### src/rtl/hcbd_pkg.sv
`timescale 1ns / 1ps
// ----------------------------------------------------------------------------
// hcbd_pkg
// Shared types, constants and helpers for the HTTP chunked body decoder.
// ----------------------------------------------------------------------------
package hcbd_pkg;

  localparam int unsigned SIZE_BITS  = 32;
  localparam int unsigned QUEUE_AW   = 1;
  localparam int unsigned QUEUE_DEPTH = 2 ** QUEUE_AW;

  localparam logic [7:0] CH_CR = 8'h0D;
  localparam logic [7:0] CH_LF = 8'h0A;

  localparam logic [1:0] ST_ZERO_CHUNK = 2'd0;
  localparam logic [1:0] ST_CLEAN      = 2'd1;
  localparam logic [1:0] ST_NO_HEADER  = 2'd2;
  localparam logic [1:0] ST_TRUNCATED  = 2'd3;

  typedef struct packed {
    logic [7:0] data;
    logic       last;
    logic       is_cr;
    logic       is_lf;
    logic       is_hex;
    logic [3:0] hex_val;
  } token_t;

  typedef struct packed {
    logic       full;
    logic       empty;
  } queue_status_t;

  function automatic logic [4:0] hex_decode(input logic [7:0] c);
    logic [4:0] r;
    r = 5'd0;
    if (c >= 8'h30 && c <= 8'h39) begin
      r = {1'b1, 4'(c - 8'h30)};
    end else if (c >= 8'h61 && c <= 8'h66) begin
      r = {1'b1, 4'(c - 8'h57)};
    end else if (c >= 8'h41 && c <= 8'h46) begin
      r = {1'b1, 4'(c - 8'h37)};
    end
    return r;
  endfunction

endpackage

### src/rtl/hcbd_front.sv
`timescale 1ns / 1ps
// ----------------------------------------------------------------------------
// hcbd_front
// Input side: accept raw request bytes and classify them into queue tokens.
// ----------------------------------------------------------------------------
module hcbd_front import hcbd_pkg::*; (
  input  logic          s_axis_tvalid,
  output logic          s_axis_tready,
  input  logic [7:0]    s_axis_tdata,   // [7:0] data_byte
  input  logic          s_axis_tlast,   // end_of_request
  input  queue_status_t q_status_i,
  output logic          push_o,
  output token_t        push_tok_o
);

  logic [4:0] hex;

  assign hex           = hex_decode(s_axis_tdata);
  assign s_axis_tready = !q_status_i.full;
  assign push_o        = s_axis_tvalid && !q_status_i.full;

  always_comb begin
    push_tok_o.data    = s_axis_tdata;
    push_tok_o.last    = s_axis_tlast;
    push_tok_o.is_cr   = (s_axis_tdata == CH_CR);
    push_tok_o.is_lf   = (s_axis_tdata == CH_LF);
    push_tok_o.is_hex  = hex[4];
    push_tok_o.hex_val = hex[3:0];
  end

endmodule

### src/rtl/hcbd_queue.sv
`timescale 1ns / 1ps
// ----------------------------------------------------------------------------
// hcbd_queue
// Short token queue between the classifier and the chunk parser.
// ----------------------------------------------------------------------------
module hcbd_queue import hcbd_pkg::*; (
  input  logic          clk_i,
  input  logic          rst_ni,
  input  logic          push_i,
  input  token_t        push_tok_i,
  input  logic          pop_i,
  output token_t        head_o,
  output queue_status_t status_o
);

  token_t              mem_q [QUEUE_DEPTH];
  logic [QUEUE_AW-1:0] wr_ptr_q, wr_ptr_d;
  logic [QUEUE_AW-1:0] rd_ptr_q, rd_ptr_d;
  logic [QUEUE_AW:0]   count_q, count_d;

  assign status_o.full  = (count_q == (QUEUE_AW+1)'(QUEUE_DEPTH));
  assign status_o.empty = (count_q == '0);
  assign head_o         = mem_q[rd_ptr_q];

  always_comb begin
    wr_ptr_d = push_i ? wr_ptr_q + 1'b1 : wr_ptr_q;
    rd_ptr_d = pop_i  ? rd_ptr_q + 1'b1 : rd_ptr_q;
    count_d  = count_q;
    if (push_i && !pop_i) begin
      count_d = count_q + 1'b1;
    end else if (pop_i && !push_i) begin
      count_d = count_q - 1'b1;
    end
  end

  always_ff @(posedge clk_i or negedge rst_ni) begin
    if (!rst_ni) begin
      wr_ptr_q <= '0;
      rd_ptr_q <= '0;
      count_q  <= '0;
    end else begin
      wr_ptr_q <= wr_ptr_d;
      rd_ptr_q <= rd_ptr_d;
      count_q  <= count_d;
    end
  end

  always_ff @(posedge clk_i) begin
    if (push_i) begin
      mem_q[wr_ptr_q] <= push_tok_i;
    end
  end

endmodule

### src/rtl/hcbd_back.sv
`timescale 1ns / 1ps
// ----------------------------------------------------------------------------
// hcbd_back
// Parser: header match, chunk size lines, chunk data, skip of the two bytes after each chunk's data, status.
// ----------------------------------------------------------------------------
module hcbd_back import hcbd_pkg::*; (
  input  logic          clk_i,
  input  logic          rst_ni,
  input  token_t        head_i,
  input  queue_status_t q_status_i,
  output logic          pop_o,
  output logic          m_axis_tvalid,
  input  logic          m_axis_tready,
  output logic [7:0]    m_axis_tdata,   // [7:0] out_byte
  output logic          m_axis_tlast,   // done_res
  output logic [4:0]    m_axis_tuser    // [0] has_byte, [1] in_body,
                                        // [2] chunk_first, [4:3] end_status
);

  typedef enum logic [2:0] {
    PH_HEADER,
    PH_SIZE,
    PH_DATA,
    PH_SKIP,
    PH_DONE
  } phase_e;

  phase_e               phase_q, phase_d;
  logic [1:0]           hdr_cnt_q, hdr_cnt_d;
  logic [SIZE_BITS-1:0] accum_q, accum_d;
  logic                 closed_q, closed_d;
  logic                 prev_cr_q, prev_cr_d;
  logic [SIZE_BITS-1:0] remain_q, remain_d;
  logic [1:0]           skip_q, skip_d;
  logic                 first_q, first_d;

  logic                 out_valid_q;
  logic [7:0]           out_byte_q;
  logic                 out_last_q;
  logic [4:0]           out_user_q;

  logic                 has, body, first, emit;
  logic [1:0]           status;
  logic [SIZE_BITS-1:0] remain_dec;

  assign pop_o      = !q_status_i.empty && (!out_valid_q || m_axis_tready);
  assign remain_dec = remain_q - 1'b1;

  always_comb begin
    phase_d   = phase_q;
    hdr_cnt_d = hdr_cnt_q;
    accum_d   = accum_q;
    closed_d  = closed_q;
    prev_cr_d = prev_cr_q;
    remain_d  = remain_q;
    skip_d    = skip_q;
    first_d   = first_q;
    has       = 1'b0;
    body      = 1'b0;
    first     = 1'b0;
    status    = ST_ZERO_CHUNK;

    unique case (phase_q)
      PH_HEADER: begin
        has = 1'b1;
        if (head_i.is_cr) begin
          hdr_cnt_d = (hdr_cnt_q == 2'd2) ? 2'd3 : 2'd1;
        end else if (head_i.is_lf) begin
          if (hdr_cnt_q == 2'd3) begin
            hdr_cnt_d = 2'd0;
            phase_d   = PH_SIZE;
            accum_d   = '0;
            closed_d  = 1'b0;
            prev_cr_d = 1'b0;
          end else begin
            hdr_cnt_d = (hdr_cnt_q == 2'd1) ? 2'd2 : 2'd0;
          end
        end else begin
          hdr_cnt_d = 2'd0;
        end
      end
      PH_SIZE: begin
        if (head_i.is_lf && prev_cr_q) begin
          if (accum_q == '0) begin
            phase_d = PH_DONE;
          end else begin
            remain_d = accum_q;
            first_d  = 1'b1;
            phase_d  = PH_DATA;
          end
          prev_cr_d = 1'b0;
        end else begin
          if (!closed_q) begin
            if (!head_i.is_hex) begin
              closed_d = 1'b1;
            end else if (accum_q[SIZE_BITS-1 -: 4] != 4'd0) begin
              accum_d = '1;
            end else begin
              accum_d = {accum_q[SIZE_BITS-5:0], head_i.hex_val};
            end
          end
          prev_cr_d = head_i.is_cr;
        end
      end
      PH_DATA: begin
        has      = 1'b1;
        body     = 1'b1;
        first    = first_q;
        first_d  = 1'b0;
        remain_d = remain_dec;
        if (remain_dec == '0) begin
          phase_d = PH_SKIP;
          skip_d  = 2'd2;
        end
      end
      PH_SKIP: begin
        if (skip_q != 2'd0) begin
          skip_d = skip_q - 1'b1;
        end
        if (skip_q <= 2'd1) begin
          phase_d   = PH_SIZE;
          accum_d   = '0;
          closed_d  = 1'b0;
          prev_cr_d = 1'b0;
        end
      end
      PH_DONE: begin
      end
      default: begin
      end
    endcase

    if (head_i.last) begin
      if (phase_d == PH_HEADER) begin
        status = ST_NO_HEADER;
      end else if (phase_d == PH_DONE) begin
        status = ST_ZERO_CHUNK;
      end else if (phase_d == PH_DATA) begin
        status = ST_TRUNCATED;
      end else begin
        status = ST_CLEAN;
      end
      phase_d   = PH_HEADER;
      hdr_cnt_d = 2'd0;
      accum_d   = '0;
      closed_d  = 1'b0;
      prev_cr_d = 1'b0;
      remain_d  = '0;
      skip_d    = 2'd0;
      first_d   = 1'b0;
    end

    emit = has || head_i.last;
  end

  always_ff @(posedge clk_i or negedge rst_ni) begin
    if (!rst_ni) begin
      phase_q     <= PH_HEADER;
      hdr_cnt_q   <= 2'd0;
      accum_q     <= '0;
      closed_q    <= 1'b0;
      prev_cr_q   <= 1'b0;
      remain_q    <= '0;
      skip_q      <= 2'd0;
      first_q     <= 1'b0;
      out_valid_q <= 1'b0;
      out_byte_q  <= 8'd0;
      out_last_q  <= 1'b0;
      out_user_q  <= 5'd0;
    end else begin
      if (pop_o) begin
        phase_q     <= phase_d;
        hdr_cnt_q   <= hdr_cnt_d;
        accum_q     <= accum_d;
        closed_q    <= closed_d;
        prev_cr_q   <= prev_cr_d;
        remain_q    <= remain_d;
        skip_q      <= skip_d;
        first_q     <= first_d;
        out_valid_q <= emit;
        if (emit) begin
          out_byte_q <= has ? head_i.data : 8'd0;
          out_last_q <= head_i.last;
          out_user_q <= {status, first, body, has};
        end
      end else if (m_axis_tready) begin
        out_valid_q <= 1'b0;
      end
    end
  end

  assign m_axis_tvalid = out_valid_q;
  assign m_axis_tdata  = out_byte_q;
  assign m_axis_tlast  = out_last_q;
  assign m_axis_tuser  = out_user_q;

endmodule

### src/rtl/http_chunked_body_decoder_core.sv
`timescale 1ns / 1ps
// ----------------------------------------------------------------------------
// http_chunked_body_decoder_core
// Streams an HTTP request byte by byte and removes chunked transfer framing.
//
// Input stream: one request byte per transaction; tlast marks the final byte.
// Output stream: one transaction per passed header or chunk data byte, plus
// one for the final input byte, which carries tlast and the end status in
// tuser (0 zero chunk seen, 1 ended cleanly, 2 no header end so discard the
// whole request, 3 last chunk truncated so discard it).
// Throughput: one byte per cycle sustained while m_axis_tready stays high. Each
// input transaction reaches its matching output through the two-entry token
// queue and then through the parser's output register.
// The parser takes a token only while the output register is empty or being
// read, so a stalled receiver holds the output register and every byte behind
// it; the queue fills and tready drops once both entries are taken. Bytes that
// yield no output pass through the parser at one per cycle under that condition.
// Reset clears the queue, the output register and the parser to the header
// state; after each final byte the parser also returns to the header state.
// ----------------------------------------------------------------------------
module http_chunked_body_decoder_core import hcbd_pkg::*; (
  input  logic       clk_i,
  input  logic       rst_ni,
  input  logic       s_axis_tvalid,
  output logic       s_axis_tready,
  input  logic [7:0] s_axis_tdata,   // [7:0] data_byte
  input  logic       s_axis_tlast,   // end_of_request
  output logic       m_axis_tvalid,
  input  logic       m_axis_tready,
  output logic [7:0] m_axis_tdata,   // [7:0] out_byte
  output logic       m_axis_tlast,   // done_res
  output logic [4:0] m_axis_tuser    // [0] has_byte, [1] in_body,
                                     // [2] chunk_first, [4:3] end_status
);

  queue_status_t q_status;
  logic          push, pop;
  token_t        push_tok, head_tok;

  hcbd_front u_front (
    .s_axis_tvalid (s_axis_tvalid),
    .s_axis_tready (s_axis_tready),
    .s_axis_tdata  (s_axis_tdata),
    .s_axis_tlast  (s_axis_tlast),
    .q_status_i    (q_status),
    .push_o        (push),
    .push_tok_o    (push_tok)
  );

  hcbd_queue u_queue (
    .clk_i      (clk_i),
    .rst_ni     (rst_ni),
    .push_i     (push),
    .push_tok_i (push_tok),
    .pop_i      (pop),
    .head_o     (head_tok),
    .status_o   (q_status)
  );

  hcbd_back u_back (
    .clk_i         (clk_i),
    .rst_ni        (rst_ni),
    .head_i        (head_tok),
    .q_status_i    (q_status),
    .pop_o         (pop),
    .m_axis_tvalid (m_axis_tvalid),
    .m_axis_tready (m_axis_tready),
    .m_axis_tdata  (m_axis_tdata),
    .m_axis_tlast  (m_axis_tlast),
    .m_axis_tuser  (m_axis_tuser)
  );

endmodule
### config.mk
export PLATFORM = sky130hd
export DESIGN_NAME = http_chunked_body_decoder_core
export DESIGN_NICKNAME = d
export VERILOG_FILES = /design/src/rtl/hcbd_pkg.sv /design/src/rtl/hcbd_front.sv /design/src/rtl/hcbd_queue.sv /design/src/rtl/hcbd_back.sv /design/src/rtl/http_chunked_body_decoder_core.sv
export SDC_FILE = /design/constraint.sdc
export NUM_CORES = 1
export LEC_CHECK = 0
export ABC_CLOCK_PERIOD_IN_PS = 4480
export BUFFER_PORTS_ARGS = -buffer_cell sky130_fd_sc_hd__buf_4
export CAP_MARGIN = 20
export CORE_ASPECT_RATIO = 1.75
export CORE_MARGIN = 4
export CORE_UTILIZATION = 50
export DETAILED_ROUTE_END_ITERATION = 8
export PLACE_DENSITY = 0.66
export SYNTH_ARGS = -nofsm -noshare
export SYNTH_HDL_FRONTEND = slang
export SYNTH_SLANG_ARGS = --single-unit
### constraint.sdc
create_clock -name clk_i -period 4.48 [get_ports clk_i]
set_input_delay 0 -clock clk_i [delete_from_list [all_inputs] [get_ports clk_i]]
set_output_delay 0 -clock clk_i [all_outputs]
set_load 0.03 [all_outputs]
After elaboration in Yosys (flattened, before gate mapping)
Memory sizes are Yosys's and may differ from the RTL's. Cells that the tools add are included.

Add/sub/neg operators: 9. Magnitude comparators: 7. Eq/ne operators: 22. Mux-type cells: 67. Reductions and logical operators: 36.

Operators by type and width (count): $mux W32 (12); $pmux W32 S3 (1); $logic_not A32 Y1 (2); $pmux W32 S2 (1); $mux W2 (16); $sub A32 B1 Y32 const B (1); $mux W3 (8); $ne A3 B1 Y1 const B (7); $mux W1 (20); $eq A8 B4 Y1 const B (2); $ge A8 B7 Y1 const B (2); $le A8 B7 Y1 const B (2); $mux W5 (3); $ne A3 B2 Y1 const B (4); $pmux W3 S4 (1); $eq A3 B2 Y1 const B (3); $reduce_and A9 Y1 (1); $ge A8 B6 Y1 const B (1); $le A8 B6 Y1 const B (1); $logic_and A1 B1 Y1 (8); $mux W8 (1); $reduce_and A4 Y1 (2); $reduce_bool A2 Y1 (4); $reduce_bool A4 Y1 (2); 22 further kinds (36).

Bits in registers: 93. Bits in writable memories: 32. Input bits: 13. Output and inout bits: 16. Logic and storage cells: 157. Memories kept: 1.

Memory list: u_queue.mem_q (depth 2, width 16, rd ports 1, clocked after Yosys merged registers in 0, wr ports 1, line hcbd_queue.sv:16) `token_t mem_q [QUEUE_DEPTH];`.

Logic depth before layout (Yosys ltp)
Gate-level depths: netlist of run 1.

Word-level depth: 10. Depth in mapped cells: 11. Mapped depth without buffers: 10.

By module
Synthesis of run 1 repeated with hierarchy kept, for this count alone.

Cell total of the unflattened synthesis: 720. Area total of the unflattened synthesis: 6912.9 um^2.

Modules (own cells, without submodules): hcbd_back (times used 1, cells each 613, area an instance 5216.3 um^2, sequential area each 2227.1 um^2); hcbd_queue (times used 1, cells each 66, area an instance 1392.6 um^2, sequential area each 1061.0 um^2); hcbd_front (times used 1, cells each 41, area an instance 304.0 um^2, sequential area each 0.0 um^2).

Worst setup path before layout of run 1
No wires, ideal clock.

Path type: register to register. Start point: register u_back.remain_q[0]. End point: register u_back.out_user_q[3], in the netlist u_back.m_axis_tuser[3]. Setup time: 67 ps. Data arrival time: 2567 ps. Data required time: 4413 ps. Setup slack: 1846 ps. Stages on the path, launching flop included: 12. Buffers on the path: 1. Clock period less this slack: 2634 ps. Path through: dfrtp_1 > inv_1 > ha_1 > nor2b_1 > nand4_1 > or4_1 > clkbuf_1 > xnor2_1 > nor3_1 > nand4_4 > a2111oi_2 > a221o_1.

Word-level cells in the longest chain between the ends: 8. Elaborated cells between the ends (all ways): 9. Those cells by class: 1 x add/sub; 1 x eq/ne; 5 x mux; 2 x reduce/logical.

Ends and longest elaborated chain: start, declared (line hcbd_back.sv:33) `logic [SIZE_BITS-1:0] remain_q, remain_d;`; start signal, assigned (line hcbd_back.sv:177) `remain_q <= remain_d;`; $sub A32 B1 Y32 (*) (line hcbd_back.sv:47) `assign remain_dec = remain_q - 1'b1;`; $logic_not A32 Y1 (*) (line hcbd_back.sv:111) `if (remain_dec == '0) begin`; $mux W3 (*) (line hcbd_back.sv:111); $pmux W3 S4 (*) (line hcbd_back.sv:63) `unique case (phase_q)`; $eq A3 B3 Y1 (line hcbd_back.sv:136) `end else if (phase_d == PH_DONE) begin`; $mux W2 (line hcbd_back.sv:136); $mux W2 (*) (line hcbd_back.sv:134) `if (phase_d == PH_HEADER) begin`; $mux W2 (*) (line hcbd_back.sv:133) `if (head_i.last) begin`; end signal, assigned (line hcbd_back.sv:184) `out_user_q <= {status, first, body, has};`; end, declared (line hcbd_back.sv:40) `logic [4:0] out_user_q;`.

Every way passes the cells marked *; elsewhere a longest branch is shown, timed or not. A chain may end at the register's enable or synchronous reset.

Final worst setup path of run 1
Start point: register u_back.remain_q[6]. End point: register u_back.out_user_q[3], in the netlist u_back.m_axis_tuser[3].

The elaborated chain is that of the path after synthesis.

==> out/results.ini, run 1 <==
[detailed_routing]
ant_nets=0
via_count=5412
wire_per_inst_um=18.7
vias_per_cell=5.97
drt_first_pass_iters=5
drt-total-wl_um=17000
drc=0
drt_iter0_markers=501

[timing]
fmaxAchievable_mhz=317
tns_ns=0
slew_viol_final=0
skew_ns=0.0102
tightest_slew_ns=0.895
layout_min_cycle_time_ns=3.15
hold_viol=0
period_share_pct=70.3
setup-violations-final=0
rsz0062_at_grt=no
slew_headroom_pct=40.2

[power]
sequentialPowerShare_pct=31.3
switchingPower_uw=2000
leakagePower_uw=0.00312
p_per_area_mw_per_mm2=655
power_frac_clock_pct=28.5
finalPower_uw=4920
irDropWorstVdd_v=0.000384
p_int_uw=2930
combPwrFrac_pct=40.1
swShare_pct=40.6

[yosys]
yosysWarnings=0
synthFlopType=dfrtp_1
synthXorXnorAreaFrac_pct=1.64
synth.distinct_cells=60
synth_top_family_by_area=simple AND/OR/NAND/NOR gates
syn_area_per_cell_sq_um=9.27
synthSimpleGateAreaFrac_pct=20.0
yosys_register_bits=125
netlist_area_sq_mm=0.00642
yosysSeqAreaShare_pct=51.2
synthArstFlopShare_pct=74.4
synthAdderAreaFrac_pct=1.75
synth.net_count=715
synth-edff-count=32
muxShareOfSynthArea_pct=3.10
syn_inst=693
synth_compound_area_share_pct=18.8

[cts]
h-tree-depth=4
path_clk_slew_ns=0.06
clock_sinks=125
post_cts_resized=0
worstSkewPairLatency_ns=0.42
cts_tree=yes
ctsRootBufferMaster=clkbuf_16
cts-buffers-inserted=17
clock_path_buffers=2

[floorplan]
coreArea_sq_mm=0.0125
die_w_um=93.7
ios=29
die_y_um=158
rows=54
initial_core_util_pct=51.4
die_area_sq_mm=0.0148

[finish]
antennaDiodeCount=0
drive_above_1_share_pct=13.3
fin_util_pct=60.2
mostFrequentLayoutCells=o21ai_0 (105), dfrtp_1 (93), nand2_1 (76)
fin_area_sq_mm=0.00752
fillers=1051
final_common_cell=o21ai_0
fin_nets=748
area_growth_pct=17.1

[global_route]
antenna_found_initial=0
grt_pass1_vias=5463
grt.overflow.total=0
grt_max_degree=66
grt_pass1_wl_um=27900
grtUsageTotal_pct=24.5

[job]
drv_cap=0

[setup_path]
crit_type=flop to flop
worst_ep_required_time_ns=4.83
critPathMaxFanout=7
reg2reg_to=u_back.m_axis_tuser[3]
cp-end-kind=flop
r2r-start=u_back.remain_q[6]
worst_ep_arrival_time_ns=3.50
r2r_setup_slack_ns=1.33
start_kind=flop
rr_worst_depth=8

[place]
port_buffers=28
hpwl_um=11900
postPlaceCellArea_sq_mm=0.00676
place_congestion=0.992

[hold_path]
worstHoldPathType=primary input to async pin

[outcome]
status=completed

final cells by class:
type	instances	area [sq um]	share of cell area [%]
clock buffer	19	454	6.04
sequential	125	3290	43.7
tap	168	210	2.80
timing repair buffer	52	440	5.86
clock inverter	13	154	2.05
multi-input combinational	514	2910	38.7
inverter	16	60.1	0.799
power groups by stage:
stage	logic, uW	registers [uW]	clock network, uW
floorplan	1300	1600	0
global placement	1890	1550	0
detailed placement	1910	1560	0
CTS	1930	1540	1420
global route	2170	1570	1480
finish	1980	1540	1400
per-layer routing:
metal  up-vias  routed length (um)  global-route usage, %
met2       196                9270                   44.9
met3        58                 707                   4.33
met1      2599                6150                   25.9
met4         0                 835                   14.4
met5         -                   0                      0
li1       2559                   -                      -
repair_timing:
action                                 CTS  global route
endpoints found under the hold margin   62             0
hold buffers                            12             0
buffers inserted                         0             0
through the flow:
step | worst slack [ns] | hold WS (ns) | instances
after floorplan | 1.85 | -0.296 | 693
after global placement | 1.47 | -0.0166 | 862
after detailed placement | 1.34 | -0.00998 | 862
after CTS | 1.35 | 0.107 | 906
after global routing | 1.05 | 0.136 | 907
final | 1.33 | 0.0885 | 907
worst max-delay path, stage by stage (launching register included):
cell and delay (ns):
dfrtp_1 0.42, nor3_1 0.49, nand4_1 0.43, nor3_1 0.52, xor2_1 0.14, nor3_1 0.35
nand4_4 0.18, a2111oi_2 0.41, a221o_1 0.16
flip-flops by register name, summed over array words and instances, names as in the netlist:
register / cells
u_back.m_axis_tdata: 8
u_back.phase_q: 3
u_back.m_axis_tlast: 1
u_back.remain_q: 32
u_back.hdr_cnt_q: 2
u_back.closed_q: 1
u_queue.rd_ptr_q: 1
u_back.first_q: 1
u_back.accum_q: 32
u_queue.wr_ptr_q: 1
u_back.m_axis_tuser: 5
u_queue.count_q: 2
u_back.m_axis_tvalid: 1
u_queue.mem_q: 32
u_back.skip_q: 2
u_back.prev_cr_q: 1
cell families (layout without fill, tap and decap cells):
logic type      after synthesis  in the layout
xor+xnor                     12             12
compound gates              221            221
flops                       125            125
simple gates                253            253
buf+inv                      54            100
mux                          19             19
fa+ha+maj                     9              9
synthesized netlist by cell type, types with 11 or more instances:
| master | number | area (sq um) |
|---|---|---|
| a21oi_1 | 46 | 230 |
| o21ai_0 | 106 | 531 |
| nor3_1 | 21 | 105 |
| mux2i_1 | 12 | 120 |
| o21ai_1 | 36 | 180 |
| inv_1 | 15 | 56.3 |
| buf_2 | 11 | 55.1 |
| dfrtp_1 | 93 | 2330 |
| nor4_1 | 14 | 87.6 |
| edfxtp_1 | 32 | 961 |
| nand2_1 | 77 | 289 |
| nor2_1 | 72 | 270 |
| clkbuf_1 | 25 | 93.8 |
worst max-delay path by stage:
| stage | cells past startpoint | slack, ns | end | from |
|---|---|---|---|---|
| floorplan | 11 | 1.85 | u_back.m_axis_tuser[3] | u_back.remain_q[0] |
| global placement | 8 | 1.47 | u_back.phase_q[0] | u_back.remain_q[6] |
| detailed placement | 8 | 1.34 | u_back.m_axis_tuser[3] | u_back.remain_q[6] |
| CTS | 8 | 1.35 | u_back.m_axis_tuser[3] | u_back.remain_q[6] |
| global route | 8 | 1.05 | u_back.m_axis_tuser[3] | u_back.remain_q[6] |
| finish | 8 | 1.33 | u_back.m_axis_tuser[3] | u_back.remain_q[6] |
Power figures use the tool's default switching activity.
==> run 2, diff against run 1 <==
--- a/config.mk
+++ b/config.mk
@@ -5,7 +5,7 @@
 export SDC_FILE = /design/constraint.sdc
 export NUM_CORES = 1
 export LEC_CHECK = 0
-export ABC_CLOCK_PERIOD_IN_PS = 4480
+export ABC_CLOCK_PERIOD_IN_PS = 3000
 export BUFFER_PORTS_ARGS = -buffer_cell sky130_fd_sc_hd__buf_4
 export CAP_MARGIN = 20
 export CORE_ASPECT_RATIO = 1.75
==> constraint.sdc (replaced) <==
create_clock -name clk_i -period 3 [get_ports clk_i]
set_input_delay 0 -clock clk_i [delete_from_list [all_inputs] [get_ports clk_i]]
set_output_delay 0 -clock clk_i [all_outputs]
set_load 0.03 [all_outputs]
==> out/results.ini, run 2 (synthesized netlist as in run 1, its figures left out) <==
[cts]
cts-buffers-inserted=17
h-tree-depth=4
worstSkewPairLatency_ns=0.42
clock_path_buffers=2
clock_sinks=125
ctsRootBufferMaster=clkbuf_16
path_clk_slew_ns=0.06
cts_tree=yes

[global_route]
grt_max_degree=65
grtUsageTotal_pct=24.8
antenna_found_initial=0
grt.overflow.total=0
grt_pass1_wl_um=28100
grt_pass1_vias=5571

[detailed_routing]
wl_met3_um=641
wl_met1_um=6330
wl_met2_um=9640
drc=0
vias_per_cell=5.97
drt-total-wl_um=17400
via_count=5485
wire_per_inst_um=19.0
ant_nets=0
drt_first_pass_iters=7
drt_iter0_markers=353
top_layer=met4

[floorplan]
initial_core_util_pct=51.4
die_area_sq_mm=0.0148
die_w_um=93.7
die_y_um=158
coreArea_sq_mm=0.0125
ios=29
rows=54

[timing]
period_share_pct=94.2
slew_headroom_pct=40.3
skew_ns=0.0153
slew_viol_final=0
tightest_slew_ns=0.894
fmaxAchievable_mhz=354
tns_ns=0
setup-violations-final=0
rsz0062_at_grt=no
layout_min_cycle_time_ns=2.83
hold_viol=0

[power]
irDropWorstVdd_v=0.000706
leakagePower_uw=0.00319
p_per_area_mw_per_mm2=982

[finish]
largestRegisters=u_back.accum_q (32), u_back.remain_q (32), u_queue.mem_q (32)
drive_above_1_share_pct=15.2
fin_nets=760
mostFrequentLayoutCells=o21ai_0 (105), dfrtp_1 (93), nand2_1 (76)
final_common_cell=o21ai_0
area_growth_pct=18.5
fin_area_sq_mm=0.00761
final_cells=919
antennaDiodeCount=0

[place]
hpwl_um=12300
place_congestion=0.961
placedCellCount=875
port_buffers=28
postPlaceCellArea_sq_mm=0.00687

[setup_path]
worst_ep_arrival_time_ns=3.18
crit_type=flop to flop
worst_ep_required_time_ns=3.35
critPathMaxFanout=5
cp-end-kind=flop
start_kind=flop

[job]
drv_cap=0

[hold_path]
worstHoldPathType=primary input to async pin

[outcome]
status=completed

-- run 2: cell count changes in the layout (fill, tap and decap cells not counted), moves of 2 or more --
cell,delta
inv_6,-2
clkinvlp_4,-2
clkinv_4,+2
buf_4,+12
-- run 2: area by class of cell --
| cell class | instances | area, sq um |
|---|---|---|
| multi-input combinational | 514 | 2940 |
| fill | 1036 | 4890 |
| timing repair buffer | 64 | 523 |
| clock inverter | 14 | 161 |
| inverter | 16 | 60.1 |
| sequential | 125 | 3290 |
| clock buffer | 18 | 429 |
| tap | 168 | 210 |
-- run 2: final timing paths --
| kind | startpoint | slack [ns] | end | depth (start not counted) |
|---|---|---|---|---|
| setup / recovery | u_back.remain_q[1] | 0.17 | u_back.m_axis_tuser[3] | 10 |
| setup reg to reg | u_back.remain_q[1] | 0.17 | u_back.m_axis_tuser[3] | 10 |
| min in group clk_i | s_axis_tlast | 0.32 | u_queue.mem_q[0][7] | 2 |
| hold / removal | rst_ni | 0.18 | u_back.remain_q[7] | 2 |
| hold reg to reg | u_back.m_axis_tlast | 0.48 | u_back.m_axis_tlast | 2 |
| max in group asynchronous | rst_ni | 2.02 | u_back.skip_q[0] | 3 |
-- run 2: routing by layer --
| layer | vias up | global-route usage (%) |
|---|---|---|
| li1 | 2583 | - |
| met3 | 48 | 3.76 |
| met5 | - | 0 |
| met2 | 176 | 45.8 |
| met1 | 2678 | 26.6 |
| met4 | 0 | 13.9 |
-- run 2: stage by stage --
step | hold WS [ns] | util [%] | power, uW | setup slack [ns]
after floorplan | -0.296 | - | 4340 | 0.366
after global placement | 0.0915 | 55.0 | 5270 | 0.146
after detailed placement | 0.0946 | 55.0 | 5340 | 0.0634
after CTS | 0.202 | 60.7 | 7430 | 0.0627
after global routing | 0.247 | 60.9 | 7890 | 0.00583
final | 0.182 | 60.9 | 7470 | 0.173
-- run 2: what timing repair did --
action                                  4_1_cts  5_1_grt
hold endpoints to repair                     79        0
resized for setup                             0        5
buffers inserted                              0        0
endpoints found under the setup margin        0        5
hold buffers                                 12        0
-- run 2: critical path, stage by stage (launching register included) --
cell	delay, ns
dfrtp_1	0.41
inv_1	0.10
ha_1	0.23
nor2b_2	0.25
nand4_1	0.13
or4_1	0.53
xnor2_1	0.18
nor3_2	0.20
nand4_4	0.18
a2111oi_2	0.41
a221o_1	0.16
-- run 2: report_power, final --
part	leakage [uW]	switching, uW	internal (uW)
combinational	0.00134	2020	1120
clock	0.000285	820	1240
sequential	0.00156	206	2070
==> run 3, diff against run 2 <==
--- a/config.mk
+++ b/config.mk
@@ -5,6 +5,7 @@
 export SDC_FILE = /design/constraint.sdc
 export NUM_CORES = 1
 export LEC_CHECK = 0
+export ABC_AREA = 1
 export ABC_CLOCK_PERIOD_IN_PS = 3000
 export BUFFER_PORTS_ARGS = -buffer_cell sky130_fd_sc_hd__buf_4
 export CAP_MARGIN = 20
==> out/results.ini, run 3 <==
[outcome]
status=completed

[yosys]
synth.distinct_cells=44
synth.net_count=852
yosysWarnings=0
synthTopCellsByArea=dfrtp_1 (35%), edfxtp_1 (14%), nand2_1 (12%)
netlist_area_sq_mm=0.00667
synthFlopType=dfrtp_1
synth.most_common_cell=nand2_1
synth_top_area_cell=dfrtp_1
syn_inst=830
syn_area_per_cell_sq_um=8.04
synth-edff-count=32
ys_top_cells_by_count=nand2_1 (219), inv_1 (101), nor2_1 (98), dfrtp_1 (93), nand3_1 (41)
yosys_register_bits=125
synthArstFlopShare_pct=74.4
synth_top_area_share_pct=34.9
yosysSeqAreaShare_pct=49.3

[floorplan]
initial_core_util_pct=51.3
ios=29
coreArea_sq_mm=0.0130
rows=55
die_area_sq_mm=0.0153
die_w_um=95.3
die_y_um=161

[global_route]
use_met1_pct=25.9
grt_max_degree=53
antenna_found_initial=0
grt-busiest-layer=met2
grt.overflow.total=0
grt_pass1_wl_um=29100
use_met3_pct=3.61
grtUsageTotal_pct=24.7
use_met2_pct=43.7
grt_pass1_vias=6097

[timing]
hold_viol=0
layout_min_cycle_time_ns=2.59
slew_headroom_pct=53.7
fmaxAchievable_mhz=386
tightest_slew_ns=0.685
slew_viol_final=0
rsz0062_at_grt=no
skew_ns=0.00803
tns_ns=0
setup-violations-final=0
period_share_pct=86.4

[place]
port_buffers=28
hpwl_um=13100
place_congestion=0.959

[detailed_routing]
ant_nets=0
drt-total-wl_um=17500
drc=0
vias_per_cell=5.44
via_count=5797
wire_per_inst_um=16.4
drt_first_pass_iters=6
drt_iter0_markers=285

[finish]
fin_nets=903
mostFrequentLayoutCells=nand2_1 (219), inv_1 (101), nor2_1 (98)
fin_util_pct=60.3
final_common_cell=nand2_1
antennaDiodeCount=0
fillers=1139
drive_above_1_share_pct=11.0
area_growth_pct=17.5
largestRegisters=u_back.accum_q (32), u_back.remain_q (32), u_queue.mem_q (32)

[cts]
cts-buffers-inserted=17
cts_tree=yes
clock_path_buffers=2
h-tree-depth=4
cts_hold_buf=12
post_cts_buffers=0
path_clk_slew_ns=0.06
ctsRootBufferMaster=clkbuf_16
worstSkewPairLatency_ns=0.41
clock_sinks=125
post_cts_resized=0

[power]
swShare_pct=36.2
power_frac_clock_pct=35.1
p_per_area_mw_per_mm2=767
irDropWorstVdd_v=0.000527
leakagePower_uw=0.00368
combPwrFrac_pct=29.4
sequentialPowerShare_pct=35.5
p_int_uw=3840
switchingPower_uw=2180

[setup_path]
r2r-start=u_back.remain_q[0]
rr_worst_depth=15
r2r_setup_slack_ns=0.41
cp-end-kind=flop
critPathMaxFanout=5
reg2reg_to=u_back.m_axis_tuser[4]
worstSetupStartpoint=u_back.remain_q[0]
worst_ep_required_time_ns=3.30
crit_type=flop to flop
endpoint=u_back.m_axis_tuser[4]
worst_ep_arrival_time_ns=2.90
start_kind=flop

[job]
drv_cap=0

[hold_path]
worstHoldPathType=primary input to async pin

==> run 3: changes by cell type after synthesis, moves of 11 or more <==
| cell | before | now |
|---|---|---|
| nor2_1 | 72 | 98 |
| o21ai_0 | 106 | 40 |
| nand3_1 | 9 | 41 |
| o221ai_1 | 0 | 18 |
| nand2_1 | 77 | 219 |
| inv_1 | 15 | 101 |
| clkbuf_1 | 25 | 10 |
| a21oi_1 | 46 | 35 |
| nor3_1 | 21 | 8 |
==> run 3: layout make-up <==
| cell class | instances | area, sq um | area share, % |
|---|---|---|---|
| clock buffers | 20 | 500 | 6.38 |
| clock inverters | 12 | 120 | 1.53 |
| inverters | 105 | 397 | 5.06 |
| multi-input cells | 579 | 2880 | 36.7 |
| flip-flops and latches | 125 | 3290 | 41.9 |
| well taps | 171 | 214 | 2.73 |
| repair buffers | 53 | 440 | 5.62 |
==> run 3: layer usage <==
layer  share of wire, %  vias to the layer above
li1                   -                     2839
met1                 36                     2729
met2                 55                      169
met3                3.6                       60
met4                5.9                        0
met5                  0                        -
==> run 3: through the flow <==
step	setup WS, ns	power [uW]	hold slack [ns]	instances	area (sq um)
after global placement	0.450	3870	0.0342	1021	7100
after floorplan	0.988	3360	-0.296	830	6670
after detailed placement	0.411	3920	0.0397	1021	7100
final	0.408	6010	0.126	1065	7840
after global routing	0.109	6340	0.194	1065	7840
after CTS	0.402	6060	0.142	1065	7840
==> run 3: logic make-up after synthesis <==
logic type / after synthesis / share of synthesized area (%)
simple gates: 402 / 25.8
compound gates: 152 / 13.3
mux: 8 / 1.20
xor+xnor: 8 / 1.05
flops: 125 / 49.3
buf+inv: 126 / 7.67
fa+ha+maj: 9 / 1.69
==> run 3: worst min path at each step <==
stage	from	end	slack, ns
global route	rst_ni	u_back.remain_q[8]	0.19
finish	rst_ni	u_back.remain_q[4]	0.13
CTS	rst_ni	u_back.remain_q[4]	0.14
floorplan	rst_ni	u_back.accum_q[0]	-0.30
detailed placement	rst_ni	u_back.remain_q[4]	0.04
global placement	rst_ni	u_back.remain_q[4]	0.03
==> run 3: power by group through the flow <==
stage / clock (uW) / sequential (uW) / combinational, uW
after floorplan: 0 / 2270 / 1090
after global placement: 0 / 2150 / 1720
after detailed placement: 0 / 2160 / 1750
after CTS: 2150 / 2130 / 1780
after global routing: 2230 / 2160 / 1950
final: 2110 / 2130 / 1770
==> run 3: critical path: stages (launching register included) <==
cell and delay (ns):
dfrtp_1 0.38, inv_1 0.14, ha_1 0.26, nand3_1 0.21, nor2_1 0.34, nor2_1 0.07, nor2_1 0.15, nand2_1 0.07
nor2_1 0.09, nand3_1 0.13, nor2_1 0.24, nand3_1 0.10, nand2_1 0.08, nand2_1 0.08, nand3_1 0.09, nand2_1 0.06
